## config.mk

```make
export PLATFORM = sky130hd
export DESIGN_NAME = bma_front
export DESIGN_NICKNAME = d
export VERILOG_FILES = /design/src/hw/rtl/bma_pkg.sv /design/src/hw/rtl/bma_front.sv
export SDC_FILE = /design/constraint.sdc
export NUM_CORES = 1
export LEC_CHECK = 0
export ABC_AREA = 0
export BUFFER_PORTS_ARGS = -buffer_cell sky130_fd_sc_hd__buf_2
export CAP_MARGIN = 20
export CORE_MARGIN = 10
export CORE_UTILIZATION = 55
export DETAILED_ROUTE_END_ITERATION = 7
export PLACE_DENSITY = 0.84
export SLEW_MARGIN = 10
export SYNTH_ARGS = -nofsm -noshare
export SYNTH_HDL_FRONTEND = slang
export SYNTH_SLANG_ARGS = --single-unit
```

## constraint.sdc

```tcl
create_clock -name clk -period 5.58 [get_ports clk]
set_clock_uncertainty 0.05 [all_clocks]
set_input_delay 0.837 -clock clk [delete_from_list [all_inputs] [get_ports clk]]
set_output_delay 0.837 -clock clk [all_outputs]
set_load 0.02 [all_outputs]
```

## src/hw/rtl/bma_pkg.sv

```systemverilog
// shared types and constants for the buddy allocator
package bma_pkg;

  localparam int COUNT_W = 17;
  localparam int ADDR_W  = 48;
  localparam int REQ_W   = 32;
  localparam int NEED_W  = 33;
  localparam int OFF_W   = 32;
  localparam int WANT_W  = 6;

  localparam logic KIND_ALLOC = 1'b0;
  localparam logic KIND_FREE  = 1'b1;

  // classified word handed from the front to the engine
  typedef struct packed {
    logic                is_free;
    logic                bad;
    logic [NEED_W-1:0]   need;
    logic [WANT_W-1:0]   want;
    logic [OFF_W-1:0]    off;
  } bma_cmd_t;

endpackage

```

## src/hw/rtl/bma_front.sv

```systemverilog
// front stage: accepts input words and classifies them into engine commands
module bma_front #(
  parameter int LOG2_TOTAL_BYTES = 16,
  parameter int HEADER_BYTES     = 16,
  parameter int LOG2_MIN_BLOCK   = 5
) (
  input  logic                         clk,
  input  logic                         rst_n,
  input  logic                         in_tvalid,
  output logic                         in_tready,
  input  logic [79:0]                  in_tdata,
  input  logic                         in_tuser,
  input  logic [bma_pkg::ADDR_W-1:0]   base_addr,
  output logic                         cmd_valid,
  input  logic                         cmd_ready,
  output bma_pkg::bma_cmd_t            cmd
);

  localparam logic [bma_pkg::ADDR_W-1:0] REGION =
    bma_pkg::ADDR_W'(1) << LOG2_TOTAL_BYTES;

  logic                          valid_r;
  bma_pkg::bma_cmd_t             cmd_r;
  bma_pkg::bma_cmd_t             cmd_nxt;
  logic [bma_pkg::REQ_W-1:0]     req;
  logic [bma_pkg::ADDR_W-1:0]    addr;
  logic [bma_pkg::ADDR_W-1:0]    pay;
  logic                          bad_free;

  assign req       = in_tdata[31:0];
  assign addr      = in_tdata[79:32];
  assign in_tready = !valid_r || cmd_ready;
  assign cmd_valid = valid_r;
  assign cmd       = cmd_r;

  always_comb begin
    pay      = addr - base_addr;
    bad_free = (addr == '0) || (addr < base_addr) || (pay >= REGION) ||
               (pay < bma_pkg::ADDR_W'(HEADER_BYTES));
    cmd_nxt.is_free = (in_tuser == bma_pkg::KIND_FREE);
    cmd_nxt.need    = bma_pkg::NEED_W'(req) + bma_pkg::NEED_W'(HEADER_BYTES);
    cmd_nxt.off     = bma_pkg::OFF_W'(pay - bma_pkg::ADDR_W'(HEADER_BYTES));
    cmd_nxt.bad     = cmd_nxt.is_free ? bad_free : (req == '0);
    // smallest power of two, no smaller than the minimum block, that holds request plus header
    cmd_nxt.want    = bma_pkg::WANT_W'(33);
    for (int w = 32; w >= LOG2_MIN_BLOCK; w--) begin
      if ((bma_pkg::NEED_W'(1) << w) >= cmd_nxt.need) begin
        cmd_nxt.want = bma_pkg::WANT_W'(w);
      end
    end
  end

  always_ff @(posedge clk) begin
    if (!rst_n) begin
      valid_r <= 1'b0;
    end else if (in_tready) begin
      valid_r <= in_tvalid;
    end
  end

  always_ff @(posedge clk) begin
    if (in_tready && in_tvalid) begin
      cmd_r <= cmd_nxt;
    end
  end

endmodule

```

== Yosys cells after proc, flatten, opt, wreduce, memory -nomap -nowiden ==
Index checks and enable logic that the tools add are counted.
Storage, ports and cells
  register bits after elaboration: 74
  RAM bits: 0
  memory bits (read-only): 0
  logic and storage cells: 82
  memories kept: 0
  input port bits: 133
  bits in latches: 0
Cells by class
  bitwise operators: 0
  multiplexer cells: 28
  multipliers: 0
  div/mod/pow operators: 0
  reductions and logical operators: 11
  shift-type cells: 0
  eq/ne operators: 0
  $lt $le $gt $ge: 31
  add/sub/neg operators: 3
Operators by type and width (count)
  5-bit two-way mux: 16
  48-bit by 17-bit >= comparator with 1-bit output, second input constant: 1
  48-bit zero test: 1
  48-bit < comparator: 1
  48-bit by 5-bit < comparator with 1-bit output, second input constant: 1
  48-bit subtractor: 1
  32-bit by 5-bit adder with 33-bit output, second input constant: 1
  10-bit by 33-bit >= comparator with 1-bit output, first input constant: 1
  11-bit by 33-bit >= comparator with 1-bit output, first input constant: 1
  12-bit by 33-bit >= comparator with 1-bit output, first input constant: 1
  13-bit by 33-bit >= comparator with 1-bit output, first input constant: 1
  14-bit by 33-bit >= comparator with 1-bit output, first input constant: 1
  15-bit by 33-bit >= comparator with 1-bit output, first input constant: 1
  16-bit by 33-bit >= comparator with 1-bit output, first input constant: 1
  17-bit by 33-bit >= comparator with 1-bit output, first input constant: 1
  18-bit by 33-bit >= comparator with 1-bit output, first input constant: 1
  19-bit by 33-bit >= comparator with 1-bit output, first input constant: 1
  20-bit by 33-bit >= comparator with 1-bit output, first input constant: 1
  21-bit by 33-bit >= comparator with 1-bit output, first input constant: 1
  22-bit by 33-bit >= comparator with 1-bit output, first input constant: 1
  23-bit by 33-bit >= comparator with 1-bit output, first input constant: 1
  24-bit by 33-bit >= comparator with 1-bit output, first input constant: 1
  25-bit by 33-bit >= comparator with 1-bit output, first input constant: 1
  26-bit by 33-bit >= comparator with 1-bit output, first input constant: 1
  other kinds (22): 34

== Depth between registers and ports, before layout ==
  depth after elaboration: 29
  gate-level depth with buffers: 16

== Worst setup path after synthesis ==
Ideal clock, no wire load.
  kind: input port to flip-flop
  start point: input in_tdata[4]
  end point: register cmd_r (netlist bit cmd[33]) (data pin)
  setup time: 274 ps
  buffers on the path: 0
  stages on the path: 11
  data arrival time: 3914 ps
  setup slack: 1342 ps
  cell sequence: ha_1 > and4_1 > a211o_1 > a311o_1 > or4b_4 > or3_4 > or3_1 > a211oi_1 > a21oi_1 > a221oi_1 > a2111oi_2
On the way
  word-level cells in the longest chain between the ends: 28
  elaborated cells between the ends (all ways): 54
  those cells by class: add/sub (1); order compare (27); mux (26)
RTL lines
  start, declared: line bma_front.sv:11  | input logic [79:0] in_tdata,
  32-bit by 5-bit adder with 33-bit output (*): line bma_front.sv:41  | cmd_nxt.need = bma_pkg::NEED_W'(req) + bma_pkg::NEED_W'(HEADER_BYTES);
  32-bit by 33-bit >= comparator with 1-bit output: line bma_front.sv:47  | if ((bma_pkg::NEED_W'(1) << w) >= cmd_nxt.need) begin
  5-bit two-way mux (16 in series): line bma_front.sv:47
  4-bit two-way mux (8 in series): line bma_front.sv:47
  2-bit two-way mux (2 in series): line bma_front.sv:47
  end signal, assigned: line bma_front.sv:63  | cmd_r <= cmd_nxt;
  end, declared: line bma_front.sv:23  | bma_pkg::bma_cmd_t cmd_r;
Mark *: on every way between the ends. The rest lies on a longest branch, timed or not.
A chain may end at the register's enable or synchronous reset.

==> flow_metrics.tcl <==
set metrics [dict create \
    status "finished clean" \
    grt_pass1_vias 7885 \
    period_minus_slack_ns 4.68 \
    antenna_left 0 \
    r2r_setup_slack_ns 3.93 \
    ff2ff_path_depth 2 \
    start_util_pct 56.5 \
    avgSynthCellArea_um2 8.21 \
    arrival_ns 4.72 \
    fp.dieW_um 140 \
    wl_per_cell_um 18.1 \
    holdPathEnd "cmd_valid" \
    async_flop_share_pct 0 \
    synth_cells 963 \
    n_fill_cell 1208 \
    first_iter_violations 774 \
    fin_setup_tns_ns 0 \
    grt_use_total_pct 23.7 \
    hpwl_um 20100 \
    tightest_slew_ns 0.927 \
    max_freq_mhz 214 \
    drv_cap 0 \
    coreArea_mm2 0.0140 \
    synthTopCellsByCount "inv_1 (93), edfxtp_1 (73), nand2_1 (69), a21oi_1 (57), nor2_1 (54)" \
    synth_edf_count 73 \
    post_cts_buffers 0 \
    synth_most_common_cell "inv_1" \
    vdd_drop_max_mv 0.123 \
    die_h_um 140 \
    drive_gt1_share_pct 22.0 \
    grt_pass1_wl_um 39400 \
    dp_cells 1326 \
    post_dp_cell_area_mm2 0.00908 \
    h-tree-depth 3 \
    slew_viol_final 0 \
    path_buf_inv 2 \
    crit_top_cell "xnor2_1" \
    finalSetupViolations 0 \
    path_delay_family "simple AND/OR/NAND/NOR gates" \
    period_share_pct 83.9 \
    netlist.top_cell.by_area "edfxtp_1" \
    hp-class "register to register" \
    antenna_found_initial 5 \
    cp_cell_sequence "buf_2 -> inv_1 -> ha_1 -> fa_1 -> nor2b_1 -> o2111ai_1 -> a31oi_1 -> o21ai_0 -> xnor2_1 -> nor3_1 -> nand4b_1 -> nor4b_1 -> nand3_1 -> nor4_1 -> xnor2_1" \
    layout.nets 1344 \
    synth_fp_nets 1150 \
    fin_ws_ns 0.898 \
    yosysSeqAreaShare_pct 28.0 \
    viasPerCell 6.11 \
    routed_wl_um 24400 \
    cts-resized-gates 0 \
    io_pins 208 \
    syn_to_final_growth_pct 18.4 \
    r2r-end "cmd[58]" \
    rows 43 \
    leakage_nw 3.96 \
    gp_congestion 0.957 \
    crit_type "input pin to register" \
    reg2reg_from "cmd_valid" \
    syn_area_mm2 0.00791 \
    drc 0 \
    dr.pass1.iters 5 \
    io_buffers 207 \
    numCtsBuffers 9 \
    clockRootBuffer "clkbuf_16" \
    ys_ff_latch 74 \
    rsz0062_at_grt "false" \
    cp-end-kind "register" \
    pre_cts_slack_ns 0.657 \
    cpPeakStageDelay_ns 0.45 \
    min_from "cmd_valid" \
    synth_top_area_share_pct 27.7 \
    clock_latency_ns 0.34 \
    grt_max_degree 74 \
    clk_pin_slew_ns 0.06 \
    yosysWarningCount 0 \
    cts_tree "built" \
    critPathLaunchType "input pin" \
    via_count 8233 \
    clockBufferDepth 2 \
    path_max_fanout 5 \
    cp_slowest_cell "nor4b_1" \
    hold_viol 0 \
    ys.flop_type "edfxtp_1" \
    cp_data_required_time_ns 5.62 \
    synth_area_leaders "edfxtp_1 (28%), ha_1 (8.4%), xnor2_1 (4.7%), inv_1 (4.4%), a21oi_1 (3.6%)" \
    die_area_mm2 0.0196 \
    clkSinkCount 74 \
    ctsHoldBuffers 0 \
    yosysUniqueCellTypes 79 \
    cellPowerDensity_mw_per_mm2 210 \
    layout.cells.non_filler 1347 \
    gr-total-overflow 0 \
    whs_path_depth 2 \
    design_area_mm2 0.00936 \
    slew_headroom_pct 38.2 \
    worst_hold_slack_ns 0.504 \
]
==> where the power goes <==
part | internal (mW) | switching (mW)
logic | 0.275 | 0.463
registers | 0.686 | 0.0172
clock network | 0.299 | 0.227
total | 1.26 | 0.708
==> cell families (layout without fill, tap and decap cells) <==
group	count (synthesis)	after routing	share of synthesized area [%]
other	0	5	0
xor gates and xnor gates	72	72	7.98
DFF	74	74	28.0
buffers and inverters	124	323	6.27
adders and majority gates	54	54	8.64
muxes	8	8	1.03
AOI/OAI and AO/OA	254	254	21.6
and+or+nand+nor	377	377	26.5
==> through the flow <==
step	utilization, %	total power, mW
after floorplan	-	1.21
after global placement	64.9	1.43
after detailed placement	64.9	1.44
after CTS	66.8	1.96
after global routing	66.9	2.07
final	66.9	1.97
==> routing by layer <==
| metal | track usage (%) | wire, um | vias to the layer above |
|---|---|---|---|
| met5 | 0 | 0 | - |
| met4 | 10.5 | 886 | 0 |
| met3 | 4.43 | 1720 | 50 |
| met2 | 40.1 | 11700 | 404 |
| met1 | 28.7 | 10000 | 3755 |
| li1 | - | - | 4024 |
==> final cells by class <==
class | count | area [um^2] | share of cell area (%)
clock inverters | 7 | 46.3 | 0.495
repair buffers | 214 | 1090 | 11.6
diodes | 5 | 12.5 | 0.134
clock buffers | 9 | 225 | 2.41
inverters | 93 | 349 | 3.73
multi-input cells | 765 | 5200 | 55.6
flip-flops and latches | 74 | 2210 | 23.6
well taps | 180 | 225 | 2.41
==> worst reg2reg max path, cell delays in order (launching register included) <==
cell and delay [ns]:
dfxtp_1 0.31, nand2b_1 0.10, and2_4 0.76
==> registers in the layout, indices dropped and copies added, names as in the netlist <==
name,count
cmd,73
cmd_valid,1
==> placed cells by master, fill, tap and decap left out, drive strengths merged, types with 9 or more instances in the layout <==
| cell type | synthesis | routed |
|---|---|---|
| or3 | 10 | 10 |
| nand4 | 35 | 35 |
| o211ai | 12 | 12 |
| xor2 | 30 | 30 |
| nor4 | 43 | 43 |
| o21bai | 12 | 12 |
| nor3b | 9 | 9 |
| edfxtp | 73 | 73 |
| clkbuf | 21 | 9 |
| nand2b | 12 | 12 |
| ha | 53 | 53 |
| xnor2 | 42 | 42 |
| a31oi | 19 | 19 |
| buf | 10 | 214 |
| o21a | 13 | 13 |
| a211oi | 12 | 12 |
| or2 | 14 | 14 |
| nand3b | 9 | 9 |
| inv | 93 | 93 |
| nor2b | 14 | 14 |
| a21o | 19 | 19 |
| and4 | 10 | 10 |
| o21ai | 48 | 48 |
| nand3 | 37 | 37 |
| and2 | 11 | 11 |
| nor2 | 54 | 54 |
| nor3 | 27 | 27 |
| nand2 | 71 | 71 |
| a21oi | 58 | 58 |
==> worst max-delay path by stage <==
stage                 start  endpoint  slack [ns]  cells past startpoint
4_1_cts        in_tdata[32]   cmd[71]         1.0                     14
3_3_place_gp   in_tdata[32]   cmd[71]        0.78                     14
3_5_place_dp   in_tdata[32]   cmd[71]        0.66                     14
2_1_floorplan   in_tdata[4]   cmd[33]        1.34                     11
5_1_grt        in_tdata[32]   cmd[71]        0.62                     14
6_report       in_tdata[32]   cmd[31]        0.90                     15
No activity file was read; power rests on OpenSTA's default activity.
