## src/hw/rtl/bma_pkg.sv

```systemverilog
// shared types and constants for the buddy allocator
package bma_pkg;

  localparam int COUNT_W = 17;
  localparam int ADDR_W  = 48;
  localparam int REQ_W   = 32;
  localparam int NEED_W  = 33;
  localparam int OFF_W   = 32;
  localparam int WANT_W  = 6;

  localparam logic KIND_ALLOC = 1'b0;
  localparam logic KIND_FREE  = 1'b1;

  // classified word handed from the front to the engine
  typedef struct packed {
    logic                is_free;
    logic                bad;
    logic [NEED_W-1:0]   need;
    logic [WANT_W-1:0]   want;
    logic [OFF_W-1:0]    off;
  } bma_cmd_t;

endpackage

```

## src/hw/rtl/bma_fifo.sv

```systemverilog
// two-entry command queue between front and engine
module bma_fifo (
  input  logic              clk,
  input  logic              rst_n,
  input  logic              push_valid,
  output logic              push_ready,
  input  bma_pkg::bma_cmd_t push_data,
  output logic              pop_valid,
  input  logic              pop_ready,
  output bma_pkg::bma_cmd_t pop_data
);

  bma_pkg::bma_cmd_t mem_r [2];
  logic              wr_ptr_r;
  logic              rd_ptr_r;
  logic [1:0]        count_r;
  logic              do_push;
  logic              do_pop;

  assign push_ready = (count_r != 2'd2);
  assign pop_valid  = (count_r != 2'd0);
  assign pop_data   = mem_r[rd_ptr_r];
  assign do_push    = push_valid && push_ready;
  assign do_pop     = pop_valid && pop_ready;

  always_ff @(posedge clk) begin
    if (!rst_n) begin
      wr_ptr_r <= 1'b0;
      rd_ptr_r <= 1'b0;
      count_r  <= 2'd0;
    end else begin
      if (do_push) wr_ptr_r <= !wr_ptr_r;
      if (do_pop)  rd_ptr_r <= !rd_ptr_r;
      if (do_push && !do_pop)      count_r <= count_r + 2'd1;
      else if (do_pop && !do_push) count_r <= count_r - 2'd1;
    end
  end

  always_ff @(posedge clk) begin
    if (do_push) begin
      mem_r[wr_ptr_r] <= push_data;
    end
  end

endmodule

```

## config.mk

```make
export PLATFORM = sky130hd
export DESIGN_NAME = bma_fifo
export DESIGN_NICKNAME = d
export VERILOG_FILES = /design/src/hw/rtl/bma_pkg.sv /design/src/hw/rtl/bma_fifo.sv
export SDC_FILE = /design/constraint.sdc
export NUM_CORES = 1
export LEC_CHECK = 0
export BUFFER_PORTS_ARGS = -buffer_cell sky130_fd_sc_hd__buf_2
export CORE_MARGIN = 3
export CORE_UTILIZATION = 52
export DETAILED_ROUTE_END_ITERATION = 8
export PLACE_DENSITY = 0.91
export SYNTH_ARGS = -nofsm -noshare
export SYNTH_HDL_FRONTEND = slang
export SYNTH_SLANG_ARGS = --single-unit
```

## constraint.sdc

```tcl
create_clock -name clk -period 3 [get_ports clk]
set_input_delay 0.3 -clock clk [delete_from_list [all_inputs] [get_ports clk]]
set_output_delay 0.3 -clock clk [all_outputs]
set_load 0.05 [all_outputs]
```

== Word level (Yosys, flattened, before mapping) ==
Memory sizes are Yosys's and may differ from the RTL's. A register that Yosys moved wholly into a read port is not among the register bits.
Cells that the tools add are included.
Operators by class
  add/subtract/negate cells: 2
  eq/ne operators: 1
  multiplexer cells: 6
  reductions and logical operators: 10
Operators by type and width (number)
  logical AND 1 bit: 4
  logical NOT 1 bit: 4
  2-to-1 mux 1 bit: 4
  2-to-1 mux 2 bit: 2
  nonzero test 2 bit: 2
  adder 2 x 1 -> 2 bit (second input constant): 1
  != test 2 bit (second input constant): 1
  subtractor 2 x 1 -> 2 bit (second input constant): 1
Storage, ports and cells
  flip-flop bits (word level): 4
  RAM bits: 146
  bits of input ports: 77
  output and inout bits: 75
  memories kept: 1
Memory list
  mem_r: depth 2, width 73, read ports 1, clocked after memory_dff 1, write ports 1, RTL line bma_fifo.sv:13  | bma_pkg::bma_cmd_t mem_r [2];

== Logic depth before layout (Yosys ltp) ==
Gate-level depths: netlist of the first run.
  depth after elaboration: 6
  mapped depth: 6
  depth with buffers taken out: 6

== Least setup slack after synthesis of the first run ==
Ideal clock, no wire load.
  path type: reg-to-reg
  start point: register count_r[0]
  end point: memory mem_r[1][0] (netlist bit) (enable)
  setup time: 439 ps
  data arrival time: 2438 ps
  required time: 2561 ps
  path slack: 122 ps
  cell stages (with the launch flop): 3
  buffers on the path: 0
  clock period less this slack: 2878 ps
  path through: dfxtp_1 > nand2b_4 > and3_1
Between the ends
  longest elaborated chain between the ends: 4
RTL lines
  start, declared: RTL line bma_fifo.sv:16  | logic [1:0] count_r;
  start signal, assigned: RTL line bma_fifo.sv:34  | if (do_push && !do_pop) count_r <= count_r + 2'd1;
  start signal, assigned: RTL line bma_fifo.sv:35  | else if (do_pop && !do_push) count_r <= count_r - 2'd1;
  != test 2 bit: RTL line bma_fifo.sv:20  | assign push_ready = (count_r != 2'd2);
  named net push_ready: RTL line bma_fifo.sv:6  | output logic push_ready,
  logical AND 1 bit: RTL line bma_fifo.sv:23  | assign do_push = push_valid && push_ready;
  2-to-1 mux 1 bit: RTL line bma_fifo.sv:40  | if (do_push) begin
  2-to-1 mux 1 bit (implied by the code): RTL line bma_fifo.sv:41  | mem_r[wr_ptr_r] <= push_data;
  end, declared: RTL line bma_fifo.sv:13
The timed path passes the listed nets, and every way through them passes these cells.

==> metrics.txt, run 1 <==
# TYPE chip_impl_metric gauge
chip_impl_metric{name="wl",unit="mm"} 11.4
chip_impl_metric{name="vias_in_the_first_global_route",unit=""} 3461
chip_impl_metric{name="post_drt_wl_per_cell",unit="µm"} 18.0
chip_impl_metric{name="syn_nets",unit=""} 329
chip_impl_metric{name="relSlewSlack",unit=""} 0.331
chip_impl_metric{name="dieWidth",unit="µm"} 109
chip_impl_info{name="cp_cell_instances",value="mux2_2, buf_2"} 1
chip_impl_metric{name="slew_viol_final",unit=""} 0
chip_impl_metric{name="die-height",unit="µm"} 109
chip_impl_info{name="yosysTopAreaCell",value="edfxtp_1"} 1
chip_impl_info{name="reg2reg_from",value="count_r[0]$_SDFFE_PN0P_"} 1
chip_impl_metric{name="global_route.usage.met2",unit=""} 0.369
chip_impl_info{name="synthTopCellsByArea",value="edfxtp_1, mux2_2, dfxtp_1"} 1
chip_impl_info{name="cp-endpoint",value="pop_data[44]"} 1
chip_impl_metric{name="timing.critical_path.required",unit="ns"} 2.70
chip_impl_info{name="holdCritPathClass",value="input port to register"} 1
chip_impl_info{name="ff_to_ff_end",value="mem_r[1][30]$_DFFE_PP_"} 1
chip_impl_metric{name="synth_cell_type_count",unit=""} 20
chip_impl_info{name="status",value="complete, no violations"} 1
chip_impl_metric{name="cts_sinks",unit=""} 151
chip_impl_metric{name="synth_area",unit="µm²"} 5510
chip_impl_metric{name="grt_pass1_wl",unit="mm"} 17.2
chip_impl_metric{name="globalRouteMet3Util",unit=""} 0.0557
chip_impl_metric{name="cts-resized-gates",unit=""} 0
chip_impl_metric{name="initial_antenna_violation_count",unit=""} 0
chip_impl_metric{name="p_leak",unit="µW"} 0.00291
chip_impl_info{name="setup.worst_path.start_class",value="register"} 1
chip_impl_metric{name="htree_levels",unit=""} 4
chip_impl_metric{name="gr_util_met1",unit=""} 0.205
chip_impl_metric{name="final_nets",unit=""} 565
chip_impl_metric{name="routed_via_density",unit=""} 4.98
chip_impl_metric{name="ctsLongestPathBuffers",unit=""} 2
chip_impl_metric{name="total_cts_buffers",unit=""} 17
chip_impl_metric{name="critical_path_cell_count",unit=""} 2
chip_impl_metric{name="power.density_cell_area",unit="nW/µm²"} 928
chip_impl_metric{name="setup_tns_final",unit="ns"} 0
chip_impl_info{name="grt.busiest_layer",value="met2"} 1
chip_impl_metric{name="p_total",unit="µW"} 7150
chip_impl_metric{name="post_synthesis_sequential_element_count",unit=""} 151
chip_impl_metric{name="r2r_setup_slack",unit="ns"} 1.11
chip_impl_metric{name="design.die.area",unit="µm²"} 11900
chip_impl_metric{name="core",unit="µm²"} 10000
chip_impl_metric{name="dr_drc_count",unit=""} 0
chip_impl_metric{name="worst-r2r-cell-count",unit=""} 2
chip_impl_metric{name="finalCritPeriodShare",unit=""} 0.840
chip_impl_metric{name="data_arrival_at_the_endpoint_of_the_critical_path",unit="ns"} 2.22
chip_impl_metric{name="pin_count_of_the_biggest_net_entering_global_routing",unit=""} 74
chip_impl_metric{name="cell_area_after_placement",unit="µm²"} 6400
chip_impl_metric{name="start_util",unit=""} 0.548
chip_impl_info{name="cts.root.buffer_cell",value="clkbuf_8"} 1
chip_impl_metric{name="max_freq",unit="GHz"} 0.397
chip_impl_metric{name="yosysWarnings",unit=""} 0
chip_impl_metric{name="setup_violations",unit=""} 0
chip_impl_info{name="critPathKind",value="register to primary output"} 1
chip_impl_metric{name="number_of_detailed_routing_iterations_run_before_antenna_repair",unit=""} 4
chip_impl_metric{name="yosysSeqAreaShare",unit=""} 0.814
chip_impl_metric{name="groute.usage.overall",unit=""} 0.199
chip_impl_metric{name="number_of_drc_markers_after_the_initial_detailed_route_iteration",unit=""} 173
chip_impl_metric{name="max_cap_violations",unit=""} 0
chip_impl_metric{name="design.portCount",unit=""} 152
chip_impl_metric{name="detail-route-antenna-nets",unit=""} 0
chip_impl_metric{name="period_minus_slack",unit="ns"} 2.52
chip_impl_metric{name="syn-instance-count",unit=""} 251
chip_impl_metric{name="max-vdd-ir-drop",unit="µV"} 587
chip_impl_metric{name="fp-row-count",unit=""} 36
chip_impl_info{name="path_delay_family",value="flip-flops"} 1
chip_impl_metric{name="vias",unit=""} 3156
chip_impl_metric{name="worstMarginPinSlew",unit="ns"} 1.00
chip_impl_metric{name="post_route_cells_drive_above_1_share",unit=""} 0.522
chip_impl_info{name="most_common_cell_after_layout_fill_and_taps_aside",value="buf_2"} 1
chip_impl_metric{name="synthToLayoutAreaGrowth",unit="%"} 39.9
chip_impl_metric{name="timing.clock.skew",unit="ns"} 0.00450
chip_impl_metric{name="dpl.hpwl",unit="mm"} 5.93
chip_impl_metric{name="synth_top_cell_area_share",unit=""} 0.796
chip_impl_info{name="cts_tree",value="done"} 1
chip_impl_metric{name="globalplace.congestion",unit=""} 0.671
chip_impl_info{name="setup_crit_end_kind",value="primary output"} 1
chip_impl_metric{name="finalHoldViolations",unit=""} 0
chip_impl_metric{name="crit_path_max_fanout",unit=""} 73
chip_impl_metric{name="port_buffers",unit=""} 151
chip_impl_metric{name="fillCellCount",unit=""} 560
chip_impl_info{name="top_library_cells_by_usage_in_the_layout_fill_and_taps_aside",value="buf_2, edfxtp_1, mux2_2, dlygate4sd3_1, clkbuf_16"} 1
chip_impl_info{name="grt_setup_unrepaired",value="no"} 1
chip_impl_metric{name="crit_buf_inv",unit=""} 1
chip_impl_metric{name="postSynthAreaPerCell",unit="µm²"} 21.9
chip_impl_metric{name="finalInstanceArea",unit="µm²"} 7700
chip_impl_info{name="cp_slowest_cell",value="dfxtp_4"} 1
chip_impl_metric{name="timing.critical_path.slowest_cell_delay",unit="ns"} 0.95
chip_impl_metric{name="clk_latency",unit="ns"} 0.51
chip_impl_metric{name="globalRoute.totalOverflow",unit=""} 0
chip_impl_metric{name="clk_pin_slew_worst_paths",unit="ns"} 0.06
[worst min-delay path by stage]
stage	endpoint	slack, ns	cells past startpoint	startpoint
after floorplan	mem_r[0][0]$_DFFE_PP_	0.40	0	push_data[0]
after global placement	mem_r[0][64]$_DFFE_PP_	0.49	1	push_data[64]
after detailed placement	mem_r[1][15]$_DFFE_PP_	0.49	1	push_data[15]
after CTS	rd_ptr_r$_SDFFE_PN0P_	0.02	2	rst_n
after global routing	register	0.05	2	rst_n
final	rd_ptr_r$_SDFFE_PN0P_	0.06	2	rst_n
[what timing repair did]
action,in CTS,in global routing
hold buffers,73,0
endpoints found under the hold margin,146,0
buffers inserted,0,0
[state kept, by name, summed over array words and instances, names as in the netlist, named ones only]
register	count
mem_r	146
rd_ptr_r	1
wr_ptr_r	1
count_r	2
[kinds of logic after synthesis]
logic type | share of synthesized area
xor gates and xnor gates | 0.00477
muxes | 0.149
buffers and inverters | 0.0111
AOI/OAI and AO/OA | 0.00636
DFF | 0.814
adders and majority gates | 0.00227
and+or+nand+nor | 0.0118
[synthesized netlist by cell type, drive strengths merged]
| cell type | count |
|---|---|
| buf | 8 |
| mux2 | 73 |
| dfxtp | 5 |
| ha | 1 |
| o21ai | 2 |
| edfxtp | 146 |
| and3 | 1 |
| xnor2 | 2 |
| xor2 | 1 |
| a21boi | 2 |
| a21bo | 1 |
| inv | 1 |
| nand2b | 1 |
| or3 | 1 |
| or2 | 1 |
| nand3b | 1 |
| and2 | 4 |
[area by class of cell]
type	instances	area (µm²)	share of cell area
antenna	1	2.50	0.000325
clock buffer	17	414	0.0538
clock inverter	15	154	0.0200
inverter	1	3.75	0.000487
multi-input combinational	91	966	0.125
sequential	151	4490	0.583
tap	133	166	0.0216
timing repair buffer	225	1510	0.196
[metal layers]
| metal | routed length (µm) | up-vias |
|---|---|---|
| li1 | - | 1473 |
| met1 | 4260 | 1529 |
| met2 | 6250 | 125 |
| met3 | 595 | 29 |
| met4 | 328 | 0 |
| met5 | 0 | - |
[stage by stage]
stage          hold slack [ns]  utilization  cells  worst slack (ns)
6_report                0.0622        0.767    634             0.480
3_3_place_gp             0.487        0.637    528              1.04
2_1_floorplan            0.399            -    251             0.122
3_5_place_dp             0.491        0.637    528              1.04
4_1_cts                 0.0241        0.766    633             0.462
5_1_grt                 0.0529        0.766    633             0.387
[power breakdown]
group | internal, µW | total [µW] | switching, µW
combinational | 710 | 2300 | 1590
clock | 1190 | 1990 | 809
sequential | 2640 | 2850 | 209
(Power assumes the default switching activity.)
==> run 2: changes to the inputs <==
CORE_UTILIZATION = 47   (was 52)
PLACE_DENSITY = 0.88   (was 0.91)
clock period = 2.15 ns   (was 3 ns; I/O delays follow)
==> metrics.txt, run 2 (synthesis gave the netlist of run 1 again) <==
# TYPE chip_impl_metric gauge
chip_impl_metric{name="setup_tns_final",unit="ns"} 0
chip_impl_info{name="cp_slowest_cell",value="dfxtp_4"} 1
chip_impl_metric{name="finalInstanceArea",unit="µm²"} 7740
chip_impl_info{name="grt_setup_unrepaired",value="no"} 1
chip_impl_metric{name="design.portCount",unit=""} 152
chip_impl_metric{name="p_leak",unit="µW"} 0.00292
chip_impl_metric{name="port_buffers",unit=""} 151
chip_impl_metric{name="finalCritPeriodShare",unit=""} 0.941
chip_impl_metric{name="crit_path_max_fanout",unit=""} 21
chip_impl_metric{name="max-vdd-ir-drop",unit="µV"} 905
chip_impl_info{name="status",value="complete, no violations"} 1
chip_impl_metric{name="worstMarginPinSlew",unit="ns"} 0.350
chip_impl_info{name="cts.root.buffer_cell",value="clkbuf_16"} 1
chip_impl_metric{name="post_route_cells_drive_above_1_share",unit=""} 0.540
chip_impl_metric{name="r2r_setup_slack",unit="ns"} 0.51
chip_impl_metric{name="number_of_drc_markers_after_the_initial_detailed_route_iteration",unit=""} 129
chip_impl_metric{name="ctsLongestPathBuffers",unit=""} 2
chip_impl_metric{name="cts-resized-gates",unit=""} 0
chip_impl_metric{name="dr_drc_count",unit=""} 0
chip_impl_metric{name="post_drt_wl_per_cell",unit="µm"} 16.9
chip_impl_info{name="reg2reg_from",value="count_r[1]$_SDFFE_PN0P_"} 1
chip_impl_metric{name="cts_sinks",unit=""} 151
chip_impl_metric{name="worst-r2r-cell-count",unit=""} 5
chip_impl_info{name="biggestRegsByFlops",value="mem_r: 146 flops, count_r: 2 flops"} 1
chip_impl_metric{name="start_util",unit=""} 0.495
chip_impl_metric{name="groute.usage.overall",unit=""} 0.175
chip_impl_metric{name="max_freq",unit="GHz"} 0.494
chip_impl_metric{name="largest_reg_flops",unit=""} 146
chip_impl_info{name="path_delay_family",value="flip-flops"} 1
chip_impl_metric{name="fillCellCount",unit=""} 705
chip_impl_metric{name="relSlewSlack",unit=""} 0.767
chip_impl_info{name="top_library_cells_by_usage_in_the_layout_fill_and_taps_aside",value="buf_2, edfxtp_1, mux2_2"} 1
chip_impl_metric{name="timing.critical_path.slowest_cell_delay",unit="ns"} 0.55
chip_impl_metric{name="htree_levels",unit=""} 4
chip_impl_metric{name="globalRoute.totalOverflow",unit=""} 0
chip_impl_metric{name="period_minus_slack",unit="ns"} 2.02
chip_impl_metric{name="timing.clock.skew",unit="ns"} 0.00658
chip_impl_info{name="cp_cell_instances",value="buf_4, mux2_2, buf_2"} 1
chip_impl_metric{name="multiInputGateArea",unit="µm²"} 966
chip_impl_info{name="setup.worst_path.start_class",value="register"} 1
chip_impl_metric{name="vias_in_the_first_global_route",unit=""} 3462
chip_impl_metric{name="design.die.area",unit="µm²"} 13100
chip_impl_metric{name="initial_antenna_violation_count",unit=""} 0
chip_impl_info{name="min_delay_worst_endpoint",value="mem_r[1][72]$_DFFE_PP_"} 1
chip_impl_metric{name="layout.area.seq",unit="µm²"} 4490
chip_impl_info{name="cts_tree",value="done"} 1
chip_impl_metric{name="die-height",unit="µm"} 114
chip_impl_info{name="holdCritPathClass",value="input port to register"} 1
chip_impl_metric{name="clk_latency",unit="ns"} 0.40
chip_impl_metric{name="wl",unit="mm"} 10.8
chip_impl_info{name="setup_crit_end_kind",value="primary output"} 1
chip_impl_metric{name="finalHoldViolations",unit=""} 0
chip_impl_metric{name="grt_pass1_wl",unit="mm"} 17.1
chip_impl_metric{name="timing.hold.worst_path_depth",unit=""} 1
chip_impl_metric{name="setup_violations",unit=""} 0
chip_impl_metric{name="critical_path_cell_count",unit=""} 3
chip_impl_metric{name="hold_slack",unit="ns"} 0.0195
chip_impl_info{name="most_common_cell_after_layout_fill_and_taps_aside",value="buf_2"} 1
chip_impl_metric{name="max_cap_violations",unit=""} 0
chip_impl_metric{name="number_of_detailed_routing_iterations_run_before_antenna_repair",unit=""} 4
chip_impl_info{name="ff_to_ff_end",value="count_r[1]$_SDFFE_PN0P_"} 1
chip_impl_metric{name="vias",unit=""} 3114
chip_impl_metric{name="clk_pin_slew_worst_paths",unit="ns"} 0.05
chip_impl_metric{name="core",unit="µm²"} 11100
chip_impl_metric{name="crit_buf_inv",unit=""} 2
chip_impl_metric{name="routed_via_density",unit=""} 4.87
chip_impl_info{name="registers.top_by_ff_count",value="mem_r"} 1
chip_impl_metric{name="detail-route-antenna-nets",unit=""} 0
chip_impl_metric{name="globalplace.congestion",unit=""} 0.726
chip_impl_metric{name="cell_area_after_placement",unit="µm²"} 6500
chip_impl_metric{name="final_nets",unit=""} 565
chip_impl_metric{name="data_arrival_at_the_endpoint_of_the_critical_path",unit="ns"} 1.81
chip_impl_metric{name="fp-row-count",unit=""} 38
chip_impl_metric{name="antenna_cells_inserted",unit=""} 0
chip_impl_metric{name="dpl.hpwl",unit="mm"} 6.88
chip_impl_metric{name="dieWidth",unit="µm"} 114
chip_impl_info{name="critPathKind",value="register to primary output"} 1
chip_impl_metric{name="slew_viol_final",unit=""} 0
chip_impl_info{name="hold_path.startpoint",value="push_data[72]"} 1
chip_impl_metric{name="power.density_cell_area",unit="nW/µm²"} 1310
chip_impl_metric{name="total_cts_buffers",unit=""} 17
chip_impl_metric{name="pin_count_of_the_biggest_net_entering_global_routing",unit=""} 46
chip_impl_metric{name="synthToLayoutAreaGrowth",unit="%"} 40.5
chip_impl_metric{name="layout.core_utilization",unit=""} 0.696
chip_impl_metric{name="timing.critical_path.required",unit="ns"} 1.93
run 2: repair_timing:
| item | in CTS | in global routing |
|---|---|---|
| hold endpoints to repair | 121 | 2 |
| buffers inserted | 0 | 0 |
| hold buffers | 63 | 2 |
run 2: how the worst max path moves through the flow:
stage	startpoint	end
after floorplan	count_r[0]$_SDFFE_PN0P_	mem_r[0][0]$_DFFE_PP_
after global placement	register	pop_data[44]
after detailed placement	register	pop_data[3]
after CTS	register	pop_data[3]
after global routing	register	pop_data[69]
final	register	pop_data[21]
run 2: through the flow:
stage / power, µW / setup slack (ns) / std cells
after global routing: 10500 / 0.0535 / 640
after detailed placement: 7230 / 0.544 / 543
after global placement: 7160 / 0.576 / 543
final: 10100 / 0.127 / 640
after floorplan: 6470 / -0.0411 / 251
after CTS: 10200 / 0.108 / 638
run 2: cell type report:
| cell class | count | share of cell area |
|---|---|---|
| clock buffers | 19 | 0.0559 |
| clock inverters | 13 | 0.0202 |
| inverters | 1 | 0.000970 |
| multi-input cells | 91 | 0.125 |
| flip-flops and latches | 151 | 0.580 |
| well taps | 140 | 0.0226 |
| repair buffers | 225 | 0.195 |
run 2: routing by layer:
metal	wire length, µm	vias up	GRT usage
met1	4130	1513	0.196
met5	0	-	0
met4	231	0	0.0673
met3	525	20	0.0449
met2	5960	118	0.320
li1	-	1463	-
run 2: power by group:
| part | leakage (µW) | total, µW | internal, µW | switching (µW) |
|---|---|---|---|---|
| registers | 0.00141 | 3840 | 3680 | 162 |
| clock network | 0.000275 | 2890 | 1820 | 1070 |
| logic | 0.00124 | 3410 | 1040 | 2370 |
==> run 3: changes to the inputs <==
PLACE_DENSITY = 0.76   (was 0.88)
==> metrics.txt, run 3 (synthesis gave the netlist of run 1 again) <==
# TYPE chip_impl_metric gauge
chip_impl_metric{name="global_route.usage.met2",unit=""} 0.300
chip_impl_metric{name="post-cts-setup-buffers",unit=""} 0
chip_impl_metric{name="total_cts_buffers",unit=""} 17
chip_impl_metric{name="detail-route-antenna-nets",unit=""} 0
chip_impl_metric{name="final_nets",unit=""} 570
chip_impl_metric{name="post_route_cells_drive_above_1_share",unit=""} 0.526
chip_impl_metric{name="worst-r2r-cell-count",unit=""} 3
chip_impl_info{name="critPathKind",value="register to primary output"} 1
chip_impl_info{name="cts.root.buffer_cell",value="clkbuf_16"} 1
chip_impl_metric{name="dr_drc_count",unit=""} 0
chip_impl_metric{name="fp-row-count",unit=""} 38
chip_impl_info{name="top_library_cells_by_usage_in_the_layout_fill_and_taps_aside",value="buf_2, edfxtp_1, mux2_2, dlygate4sd3_1, clkbuf_16"} 1
chip_impl_metric{name="max_cap_violations",unit=""} 0
chip_impl_metric{name="relSlewSlack",unit=""} 0.687
chip_impl_info{name="most_common_cell_after_layout_fill_and_taps_aside",value="buf_2"} 1
chip_impl_metric{name="timing.hold.worst_path_depth",unit=""} 2
chip_impl_info{name="biggestRegsByFlops",value="mem_r: 146 flops, count_r: 2 flops"} 1
chip_impl_metric{name="period_minus_slack",unit="ns"} 1.98
chip_impl_info{name="path_delay_family",value="buffers and inverters"} 1
chip_impl_metric{name="cts-resized-gates",unit=""} 0
chip_impl_metric{name="port_buffers",unit=""} 151
chip_impl_metric{name="number_of_detailed_routing_iterations_run_before_antenna_repair",unit=""} 4
chip_impl_info{name="registers.top_by_ff_count",value="mem_r"} 1
chip_impl_metric{name="post_drt_wl_per_cell",unit="µm"} 17.1
chip_impl_metric{name="pre_cts_ws",unit="ns"} 0.561
chip_impl_metric{name="vias_in_the_first_global_route",unit=""} 3458
chip_impl_metric{name="globalplace.congestion",unit=""} 0.702
chip_impl_metric{name="finalCritPeriodShare",unit=""} 0.919
chip_impl_metric{name="r2r_setup_slack",unit="ns"} 0.57
chip_impl_metric{name="globalRouteMet3Util",unit=""} 0.0603
chip_impl_metric{name="data_arrival_at_the_endpoint_of_the_critical_path",unit="ns"} 1.76
chip_impl_metric{name="dpl.hpwl",unit="mm"} 6.60
chip_impl_metric{name="antenna_cells_inserted",unit=""} 0
chip_impl_metric{name="vias",unit=""} 3172
chip_impl_metric{name="setup_tns_final",unit="ns"} 0
chip_impl_metric{name="crit_buf_inv",unit=""} 2
chip_impl_info{name="cp_slowest_cell",value="mux2_2"} 1
chip_impl_metric{name="slew_viol_final",unit=""} 0
chip_impl_metric{name="timing.critical_path.required",unit="ns"} 1.93
chip_impl_metric{name="gr_util_met1",unit=""} 0.200
chip_impl_metric{name="htree_levels",unit=""} 4
chip_impl_info{name="setup.worst_path.start_class",value="register"} 1
chip_impl_metric{name="postLayoutSetupSlackWorst",unit="ns"} 0.173
chip_impl_metric{name="max-vdd-ir-drop",unit="µV"} 795
chip_impl_metric{name="cts_sinks",unit=""} 151
chip_impl_metric{name="power.density_cell_area",unit="nW/µm²"} 1300
chip_impl_info{name="cts_tree",value="done"} 1
chip_impl_info{name="ff_to_ff_end",value="mem_r[1][48]$_DFFE_PP_"} 1
chip_impl_metric{name="initial_antenna_violation_count",unit=""} 0
chip_impl_metric{name="largest_reg_flops",unit=""} 146
chip_impl_metric{name="core",unit="µm²"} 11100
chip_impl_metric{name="layout.core_utilization",unit=""} 0.702
chip_impl_metric{name="worstMarginPinSlew",unit="ns"} 0.469
chip_impl_metric{name="wl",unit="mm"} 11.0
chip_impl_metric{name="pin_count_of_the_biggest_net_entering_global_routing",unit=""} 43
chip_impl_metric{name="finalInstanceArea",unit="µm²"} 7810
chip_impl_metric{name="synthToLayoutAreaGrowth",unit="%"} 41.8
chip_impl_metric{name="timing.critical_path.slowest_cell_delay",unit="ns"} 0.40
chip_impl_metric{name="design.die.area",unit="µm²"} 13100
chip_impl_metric{name="clk_latency",unit="ns"} 0.41
chip_impl_metric{name="dieWidth",unit="µm"} 114
chip_impl_info{name="cp_cell_instances",value="buf_4, mux2_2, buf_2"} 1
chip_impl_info{name="status",value="complete, no violations"} 1
chip_impl_info{name="holdCritPathClass",value="input port to register"} 1
chip_impl_metric{name="setup_violations",unit=""} 0
chip_impl_metric{name="p_total",unit="µW"} 10200
chip_impl_metric{name="start_util",unit=""} 0.495
chip_impl_metric{name="critical_path_cell_count",unit=""} 3
chip_impl_metric{name="groute.usage.overall",unit=""} 0.176
chip_impl_info{name="setup_crit_end_kind",value="primary output"} 1
chip_impl_info{name="grt.busiest_layer",value="met2"} 1
chip_impl_metric{name="ctsLongestPathBuffers",unit=""} 2
chip_impl_info{name="cp-endpoint",value="pop_data[27]"} 1
chip_impl_metric{name="max_freq",unit="GHz"} 0.506
chip_impl_info{name="reg2reg_from",value="count_r[0]$_SDFFE_PN0P_"} 1
chip_impl_metric{name="number_of_drc_markers_after_the_initial_detailed_route_iteration",unit=""} 187
chip_impl_metric{name="routed_via_density",unit=""} 4.93
chip_impl_info{name="grt_setup_unrepaired",value="no"} 1
chip_impl_metric{name="grt_pass1_wl",unit="mm"} 17.2
chip_impl_metric{name="crit_path_max_fanout",unit=""} 31
chip_impl_metric{name="globalRoute.totalOverflow",unit=""} 0
chip_impl_metric{name="timing.clock.skew",unit="ns"} 0.0140
chip_impl_metric{name="clk_pin_slew_worst_paths",unit="ns"} 0.06
chip_impl_metric{name="cell_area_after_placement",unit="µm²"} 6490
chip_impl_metric{name="die-height",unit="µm"} 114
chip_impl_metric{name="design.portCount",unit=""} 152
chip_impl_metric{name="p_leak",unit="µW"} 0.00294
chip_impl_metric{name="finalHoldViolations",unit=""} 0
==> run 3: how the worst min path moves through the flow <==
stage / start / to / slack, ns
2_1_floorplan: push_data[0] / mem_r[0][0]$_DFFE_PP_ / 0.31
3_3_place_gp: push_data[23] / mem_r[1][23]$_DFFE_PP_ / 0.40
3_5_place_dp: push_data[12] / mem_r[0][12]$_DFFE_PP_ / 0.41
4_1_cts: push_data[56] / mem_r[0][56]$_DFFE_PP_ / 0.004
5_1_grt: rst_n / register / 0.09
6_report: rst_n / rd_ptr_r$_SDFFE_PN0P_ / 0.07
==> run 3: where the power goes <==
part | total (µW) | internal [µW] | switching (µW)
Combinational | 3440 | 1040 | 2400
Sequential | 3790 | 3680 | 106
Clock | 2920 | 1810 | 1110
Total | 10200 | 6540 | 3610
==> run 3: through the flow <==
step | hold slack (ns) | cells
floorplan | 0.314 | 251
global placement | 0.403 | 540
detailed placement | 0.408 | 540
CTS | 0.00359 | 643
global route | 0.0864 | 644
finish | 0.0746 | 644
==> run 3: area by class of cell <==
class	instances	area (µm²)
Timing Repair Buffer	230	1580
Fill cell	747	3320
Inverter	1	7.51
Clock buffer	19	433
Sequential cell	151	4490
Tap cell	140	175
Clock inverter	12	154
Multi-Input combinational cell	91	966
==> run 3: layer usage <==
metal  vias up  routed length, µm
li1       1486                  -
met1      1532               4400
met2       132               5660
met3        22                673
met4         0                289
met5         -                  0
==> run 3: timing repair <==
action	in CTS	in global routing
hold buffers	72	1
hold endpoints to repair	143	2
setup endpoints to repair	0	0
